$ cat src/hw/rtl/bb3_pkg.sv
// Shared types, register codes, and arithmetic helpers for the 3x3 RGB box blur.
package bb3_pkg;

    // Configuration port
    localparam int CFG_IDX_W       = 2;
    localparam int CFG_DATA_W      = 13;
    localparam int FRAME_WIDTH_W   = 11;
    localparam int FRAME_HEIGHT_W  = 13;

    localparam logic [CFG_IDX_W-1:0] CFG_FRAME_WIDTH  = 2'd0;
    localparam logic [CFG_IDX_W-1:0] CFG_FRAME_HEIGHT = 2'd1;

    localparam logic [FRAME_WIDTH_W-1:0]  FRAME_WIDTH_RST  = 11'd640;
    localparam logic [FRAME_HEIGHT_W-1:0] FRAME_HEIGHT_RST = 13'd480;

    // Pixel format
    localparam logic [7:0] ALPHA_BYTE = 8'hFF;

    // Divide by 9 as a multiply by ceil(2^15 / 9) and a shift; exact for sums up to 9 * 255
    localparam int         DIV9_SHIFT = 15;
    localparam logic [11:0] DIV9_MUL  = 12'd3641;

    typedef struct packed {
        logic [7:0] r;
        logic [7:0] g;
        logic [7:0] b;
    } t_rgb;

    // Sum of one window column (three pixels)
    typedef struct packed {
        logic [9:0] r;
        logic [9:0] g;
        logic [9:0] b;
    } t_col_sum;

    // Sum of the whole window (up to three columns)
    typedef struct packed {
        logic [11:0] r;
        logic [11:0] g;
        logic [11:0] b;
    } t_win_sum;

    // Per-item control carried down the pipeline
    typedef struct packed {
        logic use_top;
        logic use_mid;
        logic edge_col;
        logic emit;
        logic last;
    } t_item_ctl;

    function automatic t_col_sum col_add(t_rgb a, t_rgb b, t_rgb c);
        t_col_sum s;
        s.r = 10'(a.r) + 10'(b.r) + 10'(c.r);
        s.g = 10'(a.g) + 10'(b.g) + 10'(c.g);
        s.b = 10'(a.b) + 10'(b.b) + 10'(c.b);
        return s;
    endfunction

    function automatic t_win_sum win_add(t_col_sum a, t_col_sum b, t_col_sum c);
        t_win_sum s;
        s.r = 12'(a.r) + 12'(b.r) + 12'(c.r);
        s.g = 12'(a.g) + 12'(b.g) + 12'(c.g);
        s.b = 12'(a.b) + 12'(b.b) + 12'(c.b);
        return s;
    endfunction

    function automatic logic [7:0] div9(logic [11:0] x);
        logic [23:0] p;
        p = 24'(x) * 24'(DIV9_MUL);
        return p[DIV9_SHIFT+7:DIV9_SHIFT];
    endfunction

endpackage

$ cat src/hw/rtl/bb3_col_cell.sv
// One window column cell: holds a column sum and takes its neighbor's value on each shift.
module bb3_col_cell
    import bb3_pkg::*;
(
    input  logic     i_clk,
    input  logic     i_rst_n,
    input  logic     i_shift,
    input  logic     i_clear,
    input  t_col_sum i_col,
    output t_col_sum o_col
);

    t_col_sum r_col;

    // Load the neighbor's column, or zero at the start of a line
    always_ff @(posedge i_clk) begin
        if (!i_rst_n) begin
            r_col <= '0;
        end else if (i_shift) begin
            r_col <= i_clear ? t_col_sum'('0) : i_col;
        end
    end

    assign o_col = r_col;

endmodule

$ cat config.mk
export PLATFORM = sky130hd
export DESIGN_NAME = bb3_col_cell
export DESIGN_NICKNAME = d
export VERILOG_FILES = /design/src/hw/rtl/bb3_pkg.sv /design/src/hw/rtl/bb3_col_cell.sv
export SDC_FILE = /design/constraint.sdc
export NUM_CORES = 1
export LEC_CHECK = 0
export BUFFER_PORTS_ARGS = -buffer_cell sky130_fd_sc_hd__buf_2
export CELL_PAD_IN_SITES_DETAIL_PLACEMENT = 0
export CELL_PAD_IN_SITES_GLOBAL_PLACEMENT = 2
export CORE_AREA = 2 2 57 100
export DETAILED_ROUTE_END_ITERATION = 10
export DIE_AREA = 0 0 59 102
export PLACE_DENSITY = 0.84
export SYNTH_ARGS = -nofsm -noshare
export SYNTH_HDL_FRONTEND = slang
export SYNTH_SLANG_ARGS = --single-unit
$ cat constraint.sdc
create_clock -name i_clk -period 1 [get_ports i_clk]
set_input_delay 0.2 -clock i_clk [delete_from_list [all_inputs] [get_ports i_clk]]
set_output_delay 0.2 -clock i_clk [all_outputs]
set_load 0.05 [all_outputs]
==> results of run 1 <==
per-layer routing:
metal	vias to the layer above	GRT usage, %
li1	576	-
met1	512	11.7
met2	37	18.1
met3	2	4.05
met4	0	6.82
met5	-	0
how the worst max path moves through the flow:
| stage | startpoint | end | slack, ns | cells past startpoint |
|---|---|---|---|---|
| finish | o_col[9] | o_col[9] | 0.03 | 1 |
| global route | o_col[24] | o_col[24] | -0.004 | 1 |
| CTS | o_col[7] | o_col[7] | 0.00008 | 1 |
| detailed placement | i_clear | o_col[6] | 0.09 | 4 |
| global placement | i_clear | o_col[19] | 0.12 | 4 |
| floorplan | o_col[17] | o_col[17] | 0.11 | 2 |
layout make-up:
| cell class | count | share of cell area [%] |
|---|---|---|
| flip-flops and latches | 30 | 33.6 |
| repair buffers | 68 | 30.2 |
| multi-input cells | 91 | 28.2 |
| clock buffers | 6 | 4.35 |
| well taps | 55 | 3.63 |
kinds of logic after synthesis:
family	Yosys count	synth area share [%]
AND/OR/NAND/NOR	62	28.9
buffers and inverters	13	6.87
AO/OA/AOI/OAI	29	15.0
flip-flops	30	49.2
timing repair:
item	in CTS	in global routing
cloned	0	0
hold endpoints to repair	0	0
setup endpoints to repair	30	16
resized for setup	75	17
hold buffers	0	0
buffers inserted	0	0
synth_stat cells:
master,number
nand3b_1,30
o21ai_0,19
nand2b_1,1
dfxtp_1,30
nand2_1,30
buf_2,9
buf_12,1
nand4b_1,1
o21ai_2,10
buf_6,1
clkbuf_1,2
power by group through the flow:
stage	registers (W)	logic (W)	clock network, W
6_report	0.00129	0.000510	0.000914
5_1_grt	0.00129	0.000548	0.00101
4_1_cts	0.00128	0.000516	0.000966
3_5_place_dp	0.00129	0.000458	0
3_3_place_gp	0.00129	0.000458	0
2_1_floorplan	0.00146	0.000148	0
per-stage QoR:
step	power (W)	utilization [%]	std cells
2_1_floorplan	0.00161	-	134
3_3_place_gp	0.00175	30.6	244
4_1_cts	0.00277	36.2	250
5_1_grt	0.00285	36.7	250
3_5_place_dp	0.00175	30.6	244
6_report	0.00271	36.7	250
worst reg2reg max path, cell delays in order (launching register included):
cell      delay (ns)
dfxtp_2         0.32
nand3b_1        0.07
o21ai_0         0.08
==> impl_metrics.yaml, run 1 <==
critical_path:
  path_cells: "buf_6"
  worst_path_max_delay_cell: "dfxtp_2"
  slowest_delay_ns: 0.34
  start_kind: "flip-flop"
  worstReg2RegEnd: "o_col[0]"
  r2r-start: "o_col[0]"
  cp-end-kind: "output pin"
  critPathKind: "reg -> out"
  critical_path_buf_inv_count: 1
  r2r_setup_slack_ns: 0.40
  r2r_cells: 2
  crit_arrival_ns: 0.77
  cp_data_required_time_ns: 0.80
  path_delay_family: "flip-flops"
  crit_fanout: 2
floorplan:
  initial_core_util_pct: 23.6
  fp.dieH_um: 102
  core_um2: 5170
  pin_count: 64
  dieArea_um2: 6020
  die_w_um: 59
  row_count: 35
cells_and_area:
  diodes: 0
  drive_above_1_share_pct: 58.5
  design_area_um2: 1900
  area_growth_pct: 55.6
  seq_area_um2: 638
  final_common_cell: "buf_2"
  multi_input_area_um2: 536
  final_cell_mix: "33 x buf_2, 30 x nand2_1, 30 x nand3b_1, 30 x dfxtp_2, 28 x buf_6"
  fill_cells: 559
  nets: 230
  largest_register_ffs: 30
route:
  top_layer: "met4"
  drcViolationCount: 0
  firstDrtPassIters: 3
  wl_um: 3060
  via_per_inst: 4.51
  wl_per_cell_um: 12.2
  met1Wirelength_um: 1110
  dr_wl_met2_um: 1740
  num_vias: 1127
  drt_iter0_drc: 36
  antenna_left: 0
  dr_wl_met3_um: 155
power:
  p_int_w: 0.00199
  power_density_nw_per_um2: 1430
  switching_share_pct: 26.6
  leakage_nw: 0.819
  power_frac_seq_pct: 47.5
  combPwrFrac_pct: 18.8
  switchingPower_w: 0.000722
  peakVddDrop_mv: 0.573
  p_clk_share_pct: 33.7
clock_tree:
  cts_buffers: 5
  clock_path_buffers: 2
  cts.sinks: 30
  cts.clk_slew.worst_paths_ns: 0.06
  cts_tree: "done"
  h-tree-depth: 2
  cts_root_buf: "clkbuf_8"
  clock_latency_ns: 0.27
timing:
  finClkSkew_ns: 0
  setup_viol: 0
  worstMarginPinSlew_ns: 0.218
  finalCritPeriodShare_pct: 96.7
  drv_slew: 0
  final_period_minus_worst_setup_slack_ns: 0.967
  rsz0062_at_grt: "yes"
  setup_slack_ns: 0.0331
  tns_ns: 0
  hold_viol_final: 0
  worst_hold_slack_ns: 0.162
  relSlewSlack_pct: 85.5
  fmax_ghz: 1.03
synth:
  ys_seq_area_share_pct: 49.2
  yosys.area.top_type: "dfxtp_1"
  synthDistinctLibCells: 11
  ys_seq_elements: 30
  syn_nets: 168
  syn-cell-area_um2: 1220
  synth_area_per_cell_um2: 9.10
  yosysWarnings: 0
  synth_top_area_share_pct: 49.2
  synth_cells: 134
  synth.area.top_cells: "dfxtp_1 49%, nand3b_1 18%, nand2_1 9.2%"
placement:
  gp_congestion: 0.645
  portBuffers: 63
  post_dp_cell_area_um2: 1580
  post-place-ws_ns: 0.0899
  dp_hpwl_um: 2130
grt:
  grt_pass1_wl_um: 4830
  grt_overflow: 0
  grt_start_max_net_pins: 52
  track_usage_pct: 11.0
  antenna_found_initial: 0
  grt_pass1_vias: 1075
min_path:
  hold_end: "o_col[5]"
  hold_path_class: "in -> reg"
  hold_start: "i_col[5]"
  hold_depth: 3
job:
  cap_viol_max_count: 0
status:
  status: "finished, final reports clean"
No activity file was read; power rests on OpenSTA's default activity.
==> inputs of run 2 (changes only) <==
CORE_AREA = 2 2 75 77   (was 2 2 57 100)
DIE_AREA = 0 0 77 79   (was 0 0 59 102)
PLACE_DENSITY = 0.83   (was 0.84)
==> run 2 against run 1 <==
  * Wire length down 3.2%
  * Sequential power barely moved
  * Non-clock buffer count unchanged
  * Fmax fell by 0.16%
  * Final area up 3.0%
  * Worst hold slack got worse by 0.0063 ns
  * Largest power group unchanged
==> impl_metrics.yaml, run 2 (synthesized netlist as in run 1, its figures left out) <==
status:
  status: "finished, final reports clean"
route:
  via_per_inst: 4.24
  dr_wl_met3_um: 161
  wl_per_cell_um: 11.0
  drt_iter0_drc: 37
  met1Wirelength_um: 1320
  antenna_left: 0
  num_vias: 1141
  drcViolationCount: 0
  top_layer: "met4"
  dr_wl_met2_um: 1400
  wl_um: 2960
  firstDrtPassIters: 4
timing:
  tns_ns: 0
  relSlewSlack_pct: 89.5
  worst_hold_slack_ns: 0.156
  finClkSkew_ns: 0
  hold_viol_final: 0
  rsz0062_at_grt: "yes"
  fmax_ghz: 1.03
  setup_slack_ns: 0.0315
  drv_slew: 0
  finalCritPeriodShare_pct: 96.8
  setup_viol: 0
  final_period_minus_worst_setup_slack_ns: 0.968
  worstMarginPinSlew_ns: 0.158
cells_and_area:
  area_growth_pct: 60.3
  final_common_cell: "buf_2"
  final_cell_mix: "33 x buf_2, 30 x nand2_1, 30 x nand3b_1, 30 x dfxtp_2, 29 x buf_6"
  largest_register_ffs: 30
  diodes: 0
  nets: 230
  drive_above_1_share_pct: 58.9
floorplan:
  fp.dieH_um: 79
  dieArea_um2: 6080
  core_um2: 5340
  die_w_um: 77
  initial_core_util_pct: 22.9
  pin_count: 64
  row_count: 27
clock_tree:
  h-tree-depth: 2
  cts_buffers: 5
  clock_latency_ns: 0.27
  cts.sinks: 30
  hold_buffers: 0
  clock_path_buffers: 2
  cts_root_buf: "clkbuf_8"
  cts.clk_slew.worst_paths_ns: 0.06
  cts_tree: "done"
critical_path:
  cp_data_required_time_ns: 0.80
  cp-end-kind: "output pin"
  path_delay_family: "flip-flops"
  slowest_delay_ns: 0.34
  crit_fanout: 2
  crit_arrival_ns: 0.77
  r2r_cells: 2
  worst_path_max_delay_cell: "dfxtp_2"
  cp_num_cells: 1
  path_cells: "buf_6"
  start_kind: "flip-flop"
  critPathKind: "reg -> out"
  critical_path_buf_inv_count: 1
job:
  cap_viol_max_count: 0
placement:
  dp_hpwl_um: 2000
  post-place-ws_ns: 0.0827
  gp_congestion: 0.639
  portBuffers: 63
grt:
  grt_overflow: 0
  track_usage_pct: 10.1
  grt_pass1_wl_um: 4920
  grt_start_max_net_pins: 32
  antenna_found_initial: 0
  grt_pass1_vias: 1102
min_path:
  hold_depth: 3
  hold_path_class: "in -> reg"
power:
  leakage_nw: 0.837
  power_density_nw_per_um2: 1490
  switching_share_pct: 26.1
  p_int_w: 0.00216
  power_frac_seq_pct: 44.1
  combPwrFrac_pct: 17.6
  switchingPower_w: 0.000763
  p_clk_share_pct: 38.3
  peakVddDrop_mv: 0.583
## run 2: final timing paths
check	start	end	slack [ns]
hold / removal	i_col[10]	o_col[10]	0.16
setup reg to reg	o_col[5]	o_col[5]	0.41
hold reg to reg	o_col[22]	o_col[22]	0.49
setup / recovery	o_col[12]	o_col[12]	0.03
## run 2: per-layer routing
layer / track usage, % / vias up
met5: 0 / -
met4: 5.89 / 0
met1: 11.1 / 518
li1: - / 577
met2: 17.7 / 38
met3: 2.73 / 8
## run 2: area by class of cell
| type | count | area (µm²) |
|---|---|---|
| clock buffers | 8 | 110 |
| fillers | 595 | 3380 |
| multi-input cells | 91 | 536 |
| flip-flops and latches | 30 | 638 |
| well taps | 72 | 90.1 |
| repair buffers | 68 | 582 |
## run 2: power by group through the flow
stage          registers (W)  clock network (W)  logic (W)
6_report             0.00129            0.00112   0.000515
5_1_grt              0.00129            0.00122   0.000550
4_1_cts              0.00129            0.00118   0.000519
3_5_place_dp         0.00129                  0   0.000462
3_3_place_gp         0.00129                  0   0.000462
2_1_floorplan        0.00146                  0   0.000148
## run 2: worst register-to-register path, cell delays in order (launching register included)
cell and delay (ns):
dfxtp_2 0.33, nand3b_1 0.07, o21ai_0 0.08
## run 2: stage by stage
step | total power, W | utilization, % | area (µm²) | cells
after floorplan | 0.00161 | - | 1220 | 134
after global placement | 0.00175 | 30.3 | 1620 | 261
after detailed placement | 0.00176 | 30.3 | 1620 | 261
after CTS | 0.00298 | 36.4 | 1940 | 269
after global routing | 0.00306 | 36.6 | 1960 | 269
final | 0.00292 | 36.6 | 1960 | 269
## run 2: timing repair
action	4_1_cts	5_1_grt
pin swaps	0	0
resized for setup	84	7
setup buffers	0	0
setup endpoints to repair	30	7
==> inputs of run 3 (changes only) <==
PLACE_DENSITY = 0.82   (was 0.83)
==> run 3 against run 2 <==
  * Wire length grew 2.6%
  * Final cell count up 0.37%
  * Global-route usage grew 0.14 points
  * Clock-buffer cell count did not move
  * Worst hold slack better by 0.0014 ns
  * Utilization is 0.49 points higher
  * Largest power group unchanged
  * Highest routed layer unchanged
==> impl_metrics.yaml, run 3 (synthesized netlist as in run 1, its figures left out) <==
route:
  wl_per_cell_um: 11.2
  drt_iter0_drc: 29
  firstDrtPassIters: 6
  drcViolationCount: 0
  wl_um: 3030
  num_vias: 1143
  via_per_inst: 4.23
  antenna_left: 0
power:
  leakage_nw: 0.847
  peakVddDrop_mv: 0.395
  switching_share_pct: 26.4
  power_frac_seq_pct: 43.8
  p_total_w: 0.00294
  switchingPower_w: 0.000776
  p_int_w: 0.00217
  power_density_nw_per_um2: 1480
  combPwrFrac_pct: 17.8
  p_clk_share_pct: 38.4
timing:
  fmax_ghz: 1.03
  final_period_minus_worst_setup_slack_ns: 0.971
  tns_ns: 0
  finClkSkew_ns: 0
  setup_viol: 0
  hold_viol_final: 0
  finalCritPeriodShare_pct: 97.1
  worst_hold_slack_ns: 0.157
  worstMarginPinSlew_ns: 0.139
  relSlewSlack_pct: 90.6
  drv_slew: 0
  rsz0062_at_grt: "yes"
critical_path:
  path_delay_family: "flip-flops"
  worst_path_max_delay_cell: "dfxtp_2"
  start_kind: "flip-flop"
  critPathKind: "reg -> out"
  slowest_delay_ns: 0.35
  worstReg2RegEnd: "o_col[6]"
  r2r_cells: 3
  cp-end-kind: "output pin"
  crit_arrival_ns: 0.77
  critical_path_buf_inv_count: 1
  crit_fanout: 2
  r2r-start: "o_col[6]"
  cp_data_required_time_ns: 0.80
  cp_num_cells: 1
  path_cells: "buf_8"
  r2r_setup_slack_ns: 0.30
  setup.worst_path.start: "o_col[19]"
cells_and_area:
  drive_above_1_share_pct: 59.1
  nets: 231
  diodes: 0
  stdcell_count: 270
  largest_register_ffs: 30
  final_common_cell: "buf_2"
  fin_util_pct: 37.1
  final_cell_mix: "33 x buf_2, 30 x nand2_1, 30 x nand3b_1, 30 x dfxtp_2, 24 x buf_6"
  area_growth_pct: 62.5
clock_tree:
  cts.clk_slew.worst_paths_ns: 0.06
  clock_latency_ns: 0.27
  cts_root_buf: "clkbuf_8"
  h-tree-depth: 2
  clock_path_buffers: 2
  hold_buffers: 0
  cts_buffers: 5
  cts_tree: "done"
  cts.sinks: 30
grt:
  grt_pass1_vias: 1106
  track_usage_pct: 10.3
  antenna_found_initial: 0
  grt_start_max_net_pins: 33
  grt_overflow: 0
  grt_pass1_wl_um: 4970
floorplan:
  core_um2: 5340
  die_w_um: 77
  dieArea_um2: 6080
  fp.dieH_um: 79
  pin_count: 64
  row_count: 27
  initial_core_util_pct: 22.9
min_path:
  hold_start: "i_col[26]"
  hold_end: "o_col[26]"
  hold_depth: 3
  hold_path_class: "in -> reg"
job:
  cap_viol_max_count: 0
placement:
  dp_hpwl_um: 1980
  portBuffers: 63
  place_inst: 261
  gp_congestion: 0.652
status:
  status: "finished, final reports clean"
run 3: cell count changes in the layout (fill, tap and decap cells not counted):
cell   previous run  this run
buf_6            29        24
buf_8             1         6
buf_4             2         3
run 3: area by class of cell:
cell class | count | area, µm²
clock buffers | 8 | 110
fillers | 585 | 3360
multi-input cells | 91 | 536
flip-flops and latches | 30 | 638
well taps | 72 | 90.1
repair buffers | 69 | 608
run 3: metal layers:
metal  wire (µm)  global-route usage [%]  up-vias  part of all wire, %
met5           0                       0        -                    0
met4          39                    4.29        0                  1.3
met3         190                    3.86        5                  6.3
met2        1430                    16.1       39                   47
met1        1380                    12.7      520                   45
li1            -                       -      579                    -
run 3: repair_timing:
action / 4_1_cts / 5_1_grt
pin swaps: 0 / 0
endpoints found under the setup margin: 30 / 18
setup buffers: 0 / 1
resized for setup: 80 / 16
run 3: how the worst max path moves through the flow:
stage | slack (ns) | to
after floorplan | 0.11 | o_col[17]
after global placement | 0.13 | o_col[16]
after detailed placement | 0.04 | o_col[8]
after CTS | 0.001 | o_col[2]
after global routing | -0.009 | o_col[19]
final | 0.03 | o_col[19]
run 3: worst register-to-register path: stages, from the launching register on:
cell,delay [ns]
dfxtp_2,0.33
buf_4,0.12
nand3b_1,0.06
o21ai_0,0.07
run 3: per-stage QoR:
| stage | cell area (µm²) | worst slack [ns] |
|---|---|---|
| after floorplan | 1220 | 0.112 |
| after global placement | 1620 | 0.132 |
| after detailed placement | 1620 | 0.0378 |
| after CTS | 1940 | 0.00106 |
| after global routing | 1980 | -0.00903 |
| final | 1980 | 0.0286 |
run 3: power by group through the flow:
stage	combinational (W)	clock [W]	sequential (W)
final	0.000524	0.00113	0.00129
after global routing	0.000559	0.00124	0.00129
after floorplan	0.000148	0	0.00146
after detailed placement	0.000462	0	0.00129
after CTS	0.000518	0.00118	0.00128
after global placement	0.000462	0	0.00129
